[src/rtl/fwc_pkg.sv]
// Shared types and constants for the FIR filter with center tap.
// No dependencies.
package fwc_pkg;

  localparam int VALUE_W  = 16;
  localparam int ACC_W    = 32;
  localparam int IDX_W    = 6;
  localparam int TAPCFG_W = 7;

  localparam logic [TAPCFG_W-1:0] TAP_COUNT_RST = 7'd64;

  typedef enum logic {
    OP_PUSH = 1'b0,
    OP_COEF = 1'b1
  } op_t;

  typedef struct packed {
    op_t                op;
    logic [IDX_W-1:0]   coeff_index;
    logic [VALUE_W-1:0] value;
  } item_t;

  // head of the queue between front and back
  typedef struct packed {
    logic  valid;
    item_t item;
  } qhead_t;

endpackage

[src/rtl/fwc_front.sv]
// Front end: input handshake and a two-entry queue of items.
// Depends on fwc_pkg.
module fwc_front
  import fwc_pkg::*;
(
  input  logic               clk,
  input  logic               rst_n,
  input  logic               in_valid,
  output logic               in_ready,
  input  logic               in_op,
  input  logic [IDX_W-1:0]   in_coeff_index,
  input  logic [VALUE_W-1:0] in_value,
  output qhead_t             head,
  input  logic               pop
);

  item_t      q_r [2];
  logic       wp_r, wp_nxt;
  logic       rp_r, rp_nxt;
  logic [1:0] cnt_r, cnt_nxt;
  logic       push, pop_ok;

  assign in_ready = (cnt_r != 2'd2);
  assign push     = in_valid && in_ready;
  assign pop_ok   = pop && (cnt_r != 2'd0);

  assign head.valid = (cnt_r != 2'd0);
  assign head.item  = q_r[rp_r];

  // pointer and fill bookkeeping
  always_comb begin
    wp_nxt  = push   ? ~wp_r : wp_r;
    rp_nxt  = pop_ok ? ~rp_r : rp_r;
    cnt_nxt = cnt_r;
    case ({push, pop_ok})
      2'b10:   cnt_nxt = cnt_r + 2'd1;
      2'b01:   cnt_nxt = cnt_r - 2'd1;
      default: cnt_nxt = cnt_r;
    endcase
  end

  always_ff @(posedge clk) begin
    if (!rst_n) begin
      wp_r  <= 1'b0;
      rp_r  <= 1'b0;
      cnt_r <= 2'd0;
    end else begin
      wp_r  <= wp_nxt;
      rp_r  <= rp_nxt;
      cnt_r <= cnt_nxt;
    end
  end

  // queue storage
  always_ff @(posedge clk) begin
    if (push) begin
      q_r[wp_r] <= '{op: op_t'(in_op), coeff_index: in_coeff_index, value: in_value};
    end
  end

endmodule

[src/rtl/fwc_back.sv]
// Back end: delay line and coefficient memories, one shared MAC walking
// the taps, center-tap capture and the output register. Depends on fwc_pkg.
module fwc_back
  import fwc_pkg::*;
#(
  parameter int MAX_TAPS = 64
) (
  input  logic                      clk,
  input  logic                      rst_n,
  input  qhead_t                    head,
  output logic                      pop,
  input  logic [TAPCFG_W-1:0]       tap_count,
  output logic                      out_valid,
  input  logic                      out_ready,
  output logic signed [ACC_W-1:0]   out_filtered,
  output logic signed [VALUE_W-1:0] out_delayed_sample
);

  localparam int AW = (MAX_TAPS > 1) ? $clog2(MAX_TAPS) : 1;
  localparam logic [AW-1:0] LAST_SLOT = AW'(MAX_TAPS - 1);

  typedef enum logic [3:0] {
    S_IDLE  = 4'b0001,
    S_ISSUE = 4'b0010,
    S_DRAIN = 4'b0100,
    S_OUT   = 4'b1000
  } seq_state_t;

  seq_state_t state_r, state_nxt;

  logic [VALUE_W-1:0] dl_mem [MAX_TAPS];
  logic [VALUE_W-1:0] cf_mem [MAX_TAPS];
  logic [MAX_TAPS-1:0] dl_vld_r;

  logic [AW-1:0] pos_r, slot_r, k_r, taps_m1_r, ctr_idx_r;
  logic [AW-1:0] new_pos, taps_m1;
  logic          dl_we, cf_we, issue, load_out;
  logic          r_vld_r, r_last_r, r_ctr_r;
  logic          p_vld_r, p_last_r;
  logic          out_valid_r;

  logic [VALUE_W-1:0] dl_rd_r, cf_rd_r, center_r;
  logic               rv_r;
  logic [ACC_W-1:0]   prod_r, acc_r;
  logic [ACC_W-1:0]   out_filtered_r;
  logic [VALUE_W-1:0] out_delayed_r;

  // item decode
  assign pop     = (state_r == S_IDLE) && head.valid;
  assign dl_we   = pop && (head.item.op == OP_PUSH);
  assign cf_we   = pop && (head.item.op == OP_COEF) && (32'(head.item.coeff_index) < MAX_TAPS);
  assign new_pos = (pos_r == '0) ? LAST_SLOT : pos_r - AW'(1);
  assign issue   = (state_r == S_ISSUE);
  assign load_out = (state_r == S_OUT) && (!out_valid_r || out_ready);

  // active taps minus one: zero means one tap, saturate at the line length
  always_comb begin
    if (tap_count == '0) begin
      taps_m1 = '0;
    end else if (32'(tap_count) >= MAX_TAPS) begin
      taps_m1 = LAST_SLOT;
    end else begin
      taps_m1 = AW'(tap_count - TAPCFG_W'(1));
    end
  end

  // sequencer
  always_comb begin
    state_nxt = state_r;
    unique case (state_r)
      S_IDLE:  if (dl_we) state_nxt = S_ISSUE;
      S_ISSUE: if (k_r == taps_m1_r) state_nxt = S_DRAIN;
      S_DRAIN: if (p_vld_r && p_last_r) state_nxt = S_OUT;
      S_OUT:   if (load_out) state_nxt = S_IDLE;
      default: state_nxt = S_IDLE;
    endcase
  end

  always_ff @(posedge clk) begin
    if (!rst_n) begin
      state_r     <= S_IDLE;
      pos_r       <= '0;
      slot_r      <= '0;
      k_r         <= '0;
      taps_m1_r   <= '0;
      ctr_idx_r   <= '0;
      r_vld_r     <= 1'b0;
      r_last_r    <= 1'b0;
      r_ctr_r     <= 1'b0;
      p_vld_r     <= 1'b0;
      p_last_r    <= 1'b0;
      out_valid_r <= 1'b0;
      dl_vld_r    <= '0;
    end else begin
      state_r <= state_nxt;
      if (dl_we) begin
        pos_r            <= new_pos;
        slot_r           <= new_pos;
        k_r              <= '0;
        taps_m1_r        <= taps_m1;
        ctr_idx_r        <= taps_m1 >> 1;
        dl_vld_r[new_pos] <= 1'b1;
      end else if (issue) begin
        k_r    <= k_r + AW'(1);
        slot_r <= (slot_r == LAST_SLOT) ? '0 : slot_r + AW'(1);
      end
      // read stage, then product stage
      r_vld_r  <= issue;
      r_last_r <= issue && (k_r == taps_m1_r);
      r_ctr_r  <= issue && (k_r == ctr_idx_r);
      p_vld_r  <= r_vld_r;
      p_last_r <= r_last_r;
      if (load_out) begin
        out_valid_r <= 1'b1;
      end else if (out_ready) begin
        out_valid_r <= 1'b0;
      end
    end
  end

  // memories: one write and one registered read per cycle each
  always_ff @(posedge clk) begin
    if (dl_we) begin
      dl_mem[new_pos] <= head.item.value;
    end
    if (cf_we) begin
      cf_mem[AW'(head.item.coeff_index)] <= head.item.value;
    end
    dl_rd_r <= dl_mem[slot_r];
    cf_rd_r <= cf_mem[k_r];
    rv_r    <= dl_vld_r[slot_r];
  end

  // MAC datapath and output register
  always_ff @(posedge clk) begin
    prod_r <= ACC_W'($signed(cf_rd_r)) * ACC_W'($signed(rv_r ? dl_rd_r : VALUE_W'(0)));
    if (r_vld_r && r_ctr_r) begin
      center_r <= rv_r ? dl_rd_r : VALUE_W'(0);
    end
    if (dl_we) begin
      acc_r <= '0;
    end else if (p_vld_r) begin
      acc_r <= acc_r + prod_r;
    end
    if (load_out) begin
      out_filtered_r <= acc_r;
      out_delayed_r  <= center_r;
    end
  end

  assign out_valid          = out_valid_r;
  assign out_filtered       = out_filtered_r;
  assign out_delayed_sample = out_delayed_r;

endmodule

[src/rtl/fir_filter_with_center_tap_top.sv]
// Top level of the streaming FIR filter with center-tap output.
// Holds the tap-count register; depends on fwc_pkg, fwc_front, fwc_back.
//
// A sample transfer yields one result: the wrapping 32-bit sum of coeff[k]
// times x[n-k] over the active taps, and the sample delayed by
// (taps-1)/2. A coefficient write yields no result. The number of taps
// runs from 1 to MAX_TAPS, and the single shared multiply-accumulate unit
// reads one tap per cycle from the delay-line and coefficient memories.
// A two-entry queue keeps accepting items while a sample is in work or a
// result waits, until the queue is full.
// The tap-count register resets to 64; zero acts as one tap and values
// above MAX_TAPS act as MAX_TAPS. Coefficients must be written before use.
module fir_filter_with_center_tap_top
  import fwc_pkg::*;
#(
  parameter int MAX_TAPS = 64
) (
  input  logic                      clk,
  input  logic                      rst_n,
  input  logic                      in_valid,
  output logic                      in_ready,
  input  logic                      in_op,
  input  logic [IDX_W-1:0]          in_coeff_index,
  input  logic signed [VALUE_W-1:0] in_value,
  output logic                      out_valid,
  input  logic                      out_ready,
  output logic signed [ACC_W-1:0]   out_filtered,
  output logic signed [VALUE_W-1:0] out_delayed_sample,
  input  logic                      cfg_valid,
  output logic                      cfg_ready,
  input  logic [TAPCFG_W-1:0]       cfg_tap_count
);

  logic [TAPCFG_W-1:0] tap_count_r;
  qhead_t              head;
  logic                pop;

  // configuration register, always ready
  assign cfg_ready = 1'b1;

  always_ff @(posedge clk) begin
    if (!rst_n) begin
      tap_count_r <= TAP_COUNT_RST;
    end else if (cfg_valid && cfg_ready) begin
      tap_count_r <= cfg_tap_count;
    end
  end

  fwc_front u_front (
    .clk            (clk),
    .rst_n          (rst_n),
    .in_valid       (in_valid),
    .in_ready       (in_ready),
    .in_op          (in_op),
    .in_coeff_index (in_coeff_index),
    .in_value       (in_value),
    .head           (head),
    .pop            (pop)
  );

  fwc_back #(
    .MAX_TAPS (MAX_TAPS)
  ) u_back (
    .clk                (clk),
    .rst_n              (rst_n),
    .head               (head),
    .pop                (pop),
    .tap_count          (tap_count_r),
    .out_valid          (out_valid),
    .out_ready          (out_ready),
    .out_filtered       (out_filtered),
    .out_delayed_sample (out_delayed_sample)
  );

endmodule

[config.mk]
export PLATFORM = sky130hd
export DESIGN_NAME = fir_filter_with_center_tap_top
export DESIGN_NICKNAME = d
export VERILOG_FILES = /design/src/rtl/fwc_pkg.sv /design/src/rtl/fwc_front.sv /design/src/rtl/fwc_back.sv /design/src/rtl/fir_filter_with_center_tap_top.sv
export SDC_FILE = /design/constraint.sdc
export NUM_CORES = 2
export LEC_CHECK = 0
export BUFFER_PORTS_ARGS = -buffer_cell sky130_fd_sc_hd__buf_4
export CAP_MARGIN = 20
export CORE_MARGIN = 3
export CORE_UTILIZATION = 60
export CTS_BUF_LIST = sky130_fd_sc_hd__clkbuf_4
export CTS_CLUSTER_DIAMETER = 200
export DETAILED_ROUTE_END_ITERATION = 12
export PLACE_DENSITY = 0.76
export SYNTH_ARGS = -nofsm -noshare
export SYNTH_HDL_FRONTEND = slang
export SYNTH_HIERARCHICAL = 1
export SYNTH_SLANG_ARGS = --single-unit
export TNS_END_PERCENT = 30
[constraint.sdc]
create_clock -name clk -period 9.5 [get_ports clk]
set_clock_uncertainty 0.2 [all_clocks]
set_input_delay 1.9 -clock clk [delete_from_list [all_inputs] [get_ports clk]]
set_output_delay 1.9 -clock clk [all_outputs]
set_load 0.01 [all_outputs]
==> reports/summary.md <==
The top fanout value on the critical path is 85, and the data required time of the worst path is 10.55 ns. Setup repair after global routing left no endpoint under its margin. The routed via count was 52,496. From left edge to right edge, the die measures 415 µm.

The tree is rooted in a sky130_fd_sc_hd__clkbuf_4. For the count of distinct cell types in the synthesized netlist, the log shows 75. The run finished with clean final reports. The worst register-to-register path has a depth of 19. In this run, CTS created clock tree buffers numbering 598.

The path type of the worst min-delay path is register to register. The leading cell type in the layout, fill and taps excluded was sky130_fd_sc_hd__edfxtp_1. Buffers added to address setup during post-CTS repair amount to 0. The post-layout utilization of the core is 67.4%. Setup total negative slack on the finished layout was measured at 0 ns. In this run the number of H-tree levels came out at 6. STA classifies the critical path startpoint as a register. The post-synthesis to final-layout area growth was 11.2%; the number of synthesized register bits was 2,365. After clock tree synthesis, the repair step resized 0 gates.

The per-instance average area after synthesis is 19.3 µm². Minimum clock period: 7.75 ns. For the number of antenna violations at the first check in global routing, the log shows 12.

The number of buffers added on ports was 84. Synthesis produced 5,198 cells. Routability-driven placement finished with a final weighted congestion of 0.919. The clock transition at the registers of the reported paths works out to 0.07 ns. IR analysis of the VDD net gives a maximum drop of 222 µV. The detail-routed net length per standard cell was 27.8 µm; the reg-to-reg setup timing slack was 1.75 ns.

After global routing the overflow that remains totals 0. The die is 415 µm tall. Ranked by total cell area, the synthesized netlist is headed by sky130_fd_sc_hd__edfxtp_1, sky130_fd_sc_hd__mux4_2, sky130_fd_sc_hd__fa_1.

The proportion of layout cells with a drive suffix above 1 came out at 31.2%. Counting instances, the worst hold path has a depth of 0. The cell area after synthesis is 100,000 µm². TritonCTS built the clock tree.

The setup path with the least slack is of type register to register. During synthesis, Yosys emitted a total of 6 warnings. The worst register-to-register path begins at u_back/rv_r.

The maximum number of buffers from clock root to sink is 4, and the all-layer global routing usage is 27.5%. The iteration-0 DRC count of the detailed router came out at 6,029. STA classifies the critical path endpoint as a register.

In the synthesized netlist the async set-or-reset flop fraction comes to 0%. For the number of global-route vias before repair, the log shows 54,017. The tools report the sequential cell area fraction in the yosys report as 68.7%.

The startpoint identified for the worst hold timing path is u_back/center_r[6]. At the worst endpoint, the arrival time is 8.81 ns. The run gives 0 as the number of hold-slack violations in the final timing report. The final number of setup-violating endpoints is 0. Detailed placement finished with a half-perimeter wire length of 139,000 µm. For the count of pins over their slew limit, the log shows 0. The floorplan step defined a die boundary enclosing 172,000 µm². The number of nets in the synthesized netlist is 5,615. Power spread over the standard cell area amounts to 226 nW/µm². The maximum achievable frequency came out at 0.129 GHz. Entering global routing, the biggest net connects 128 pins. The tools report the first-pass GRT wire length as 347,000 µm.

The number of routed nets with antenna violations was 0; the total I/O pin count was 86. The via-per-instance ratio is 6.24. Wire length after detailed routing: 234,000 µm. Hold timing on the final database bottoms out at a slack of 0.221 ns. After layout, the worst path uses 81.6% of the clock period.

For this configuration, the core starts out at a cell density of 60.6%. The run gives 38.2 nW as the leakage power of the design. Endpoint of the worst hold-timing path: u_back/out_delayed_sample[6]. The number of fill cells in the layout is 10,712, and the relative slew slack is 21.8%. Before antenna repair, the detailed router went through 6 iterations.

In the layout the commonest cells are sky130_fd_sc_hd__edfxtp_1, sky130_fd_sc_hd__clkbuf_4, sky130_fd_sc_hd__mux4_2. The endpoint identified for the worst register-to-register timing path is u_back/prod_r[31]. The leading register cell type out of synthesis was sky130_fd_sc_hd__edfxtp_1. The run gives 1.41 ns as the clock latency reported for the late side of the worst-skew pair. After floorplanning, the core was sized to cover 166,000 µm². In this run the biggest area consumer among cell types represents 64.6% of the synthesized area.

The number of hold buffers added after cts is 0, and the total number of clock tree sinks is 2,365. The count of unresolved DRC violations after routing was 0. The max-cap violation count is 0, and the total number of nets in the final design is 6,222. The measured slew at the worst slew-check pin is 1.17 ns.

The synthesized design contains 2,158 enable-type register cells. The library cell with the largest summed area after synthesis is sky130_fd_sc_hd__edfxtp_1. The number of core rows came out at 149.
critical path, stage by stage, from the launching register on:
cell and delay (ns):
sky130_fd_sc_hd__dfxtp_2 0.86, sky130_fd_sc_hd__buf_4 0.66, sky130_fd_sc_hd__and3_1 0.28, sky130_fd_sc_hd__fa_1 0.56, sky130_fd_sc_hd__fa_1 0.83, sky130_fd_sc_hd__fa_1 0.52, sky130_fd_sc_hd__fa_1 0.50, sky130_fd_sc_hd__fa_1 0.50
sky130_fd_sc_hd__inv_1 0.05, sky130_fd_sc_hd__fa_1 0.47, sky130_fd_sc_hd__inv_1 0.04, sky130_fd_sc_hd__ha_1 0.36, sky130_fd_sc_hd__a21oi_1 0.29, sky130_fd_sc_hd__o21ai_1 0.18, sky130_fd_sc_hd__nor2_1 0.14, sky130_fd_sc_hd__o211ai_1 0.19
sky130_fd_sc_hd__a2111oi_2 0.48, sky130_fd_sc_hd__o31ai_1 0.13, sky130_fd_sc_hd__a21oi_1 0.18, sky130_fd_sc_hd__xnor2_1 0.14
cell families (layout without fill, tap and decap cells):
| logic type | after synthesis | after routing | synth area share (%) |
|---|---|---|---|
| flip-flops | 2365 | 2365 | 68.7 |
| multiplexers | 752 | 752 | 16.0 |
| AND/OR/NAND/NOR | 748 | 748 | 3.57 |
| buffers and inverters | 557 | 1570 | 2.23 |
| adder cells (fa/ha/maj) | 382 | 382 | 6.73 |
| AO/OA/AOI/OAI | 314 | 314 | 2.04 |
| XOR/XNOR | 79 | 79 | 0.690 |
| other | 1 | 15 | 0.00374 |
Yosys cell counts (all sizes together) (7+ instances only):
master and number:
mux2i 36, a21oi 85, nor2b 17, o21a 72, nor3 26, or3 8
a211oi 10, a21o 16, nand3b 11, o21ai 68, inv 303, xnor2 54
dfxtp 207, nand4 14, or2 7, mux4 676, edfxtp 2158, fa 263
mux2 40, nand2 216, nand3 34, o211ai 9, clkbuf 173, and2 26
xor2 25, o21bai 9, nor2 221, a21boi 11, and3 132, nand2b 10
ha 119, buf 81
per-layer routing:
layer | vias up | share of wire (%) | global-route usage (%)
met4 | 2 | 2.9 | 10.0
met2 | 2943 | 47 | 41.8
met1 | 27077 | 39 | 39.7
li1 | 22043 | - | -
met3 | 431 | 11 | 6.70
met5 | - | 0.0056 | 0
how the worst max path moves through the flow:
stage | start | end | depth (start not counted)
global route | u_back/rv_r | u_back/prod_r[31] | 19
CTS | u_back/rv_r | u_back/prod_r[31] | 19
floorplan | u_back/rv_r | u_back/prod_r[31] | 23
detailed placement | u_back/rv_r | u_back/prod_r[31] | 19
global placement | u_back/rv_r | u_back/prod_r[31] | 22
finish | u_back/rv_r | u_back/prod_r[31] | 19
sequential cells by signal, summed over array words and instances, names as in the netlist, 7 cells and up, named ones only:
| name | count |
|---|---|
| u_back/center_r | 16 |
| u_front/q_r | 46 |
| u_back/dl_vld_r | 64 |
| u_back/dl_mem | 1024 |
| u_back/cf_mem | 1024 |
| u_back/acc_r | 32 |
| u_back/out_delayed_sample | 16 |
| u_back/out_filtered | 32 |
| u_back/cf_rd_r | 16 |
| u_back/prod_r | 32 |
| u_back/dl_rd_r | 16 |
| tap_count_r | 7 |
metrics by stage:
| step | cells | cell area [µm²] | setup slack (ns) | power (mW) |
|---|---|---|---|---|
| 6_report | 8414 | 112000 | 1.75 | 25.2 |
| 2_1_floorplan | 5198 | 100000 | 2.97 | 15.6 |
| 5_1_grt | 8404 | 112000 | 1.42 | 26.3 |
| 4_1_cts | 8395 | 111000 | 1.88 | 25.4 |
| 3_3_place_gp | 7380 | 104000 | 2.02 | 17.1 |
| 3_5_place_dp | 7389 | 104000 | 1.98 | 17.2 |
area by class of cell:
type / instances / area (µm²) / share of cell area (%)
Antenna cell: 14 / 35.0 / 0.0314
Clock buffer: 867 / 6510 / 5.84
Clock inverter: 139 / 706 / 0.633
Inverter: 303 / 1140 / 1.02
Multi-Input combinational cell: 2276 / 29200 / 26.2
Sequential cell: 2365 / 69000 / 61.8
Tap cell: 2189 / 2740 / 2.46
Timing Repair Buffer: 261 / 2210 / 1.98
where the power goes:
part / switching [mW] / internal [mW]
registers: 0.345 / 12.4
clock network: 3.90 / 4.33
logic: 2.73 / 1.56
Note: power is estimated with default switching activity, not from simulation.
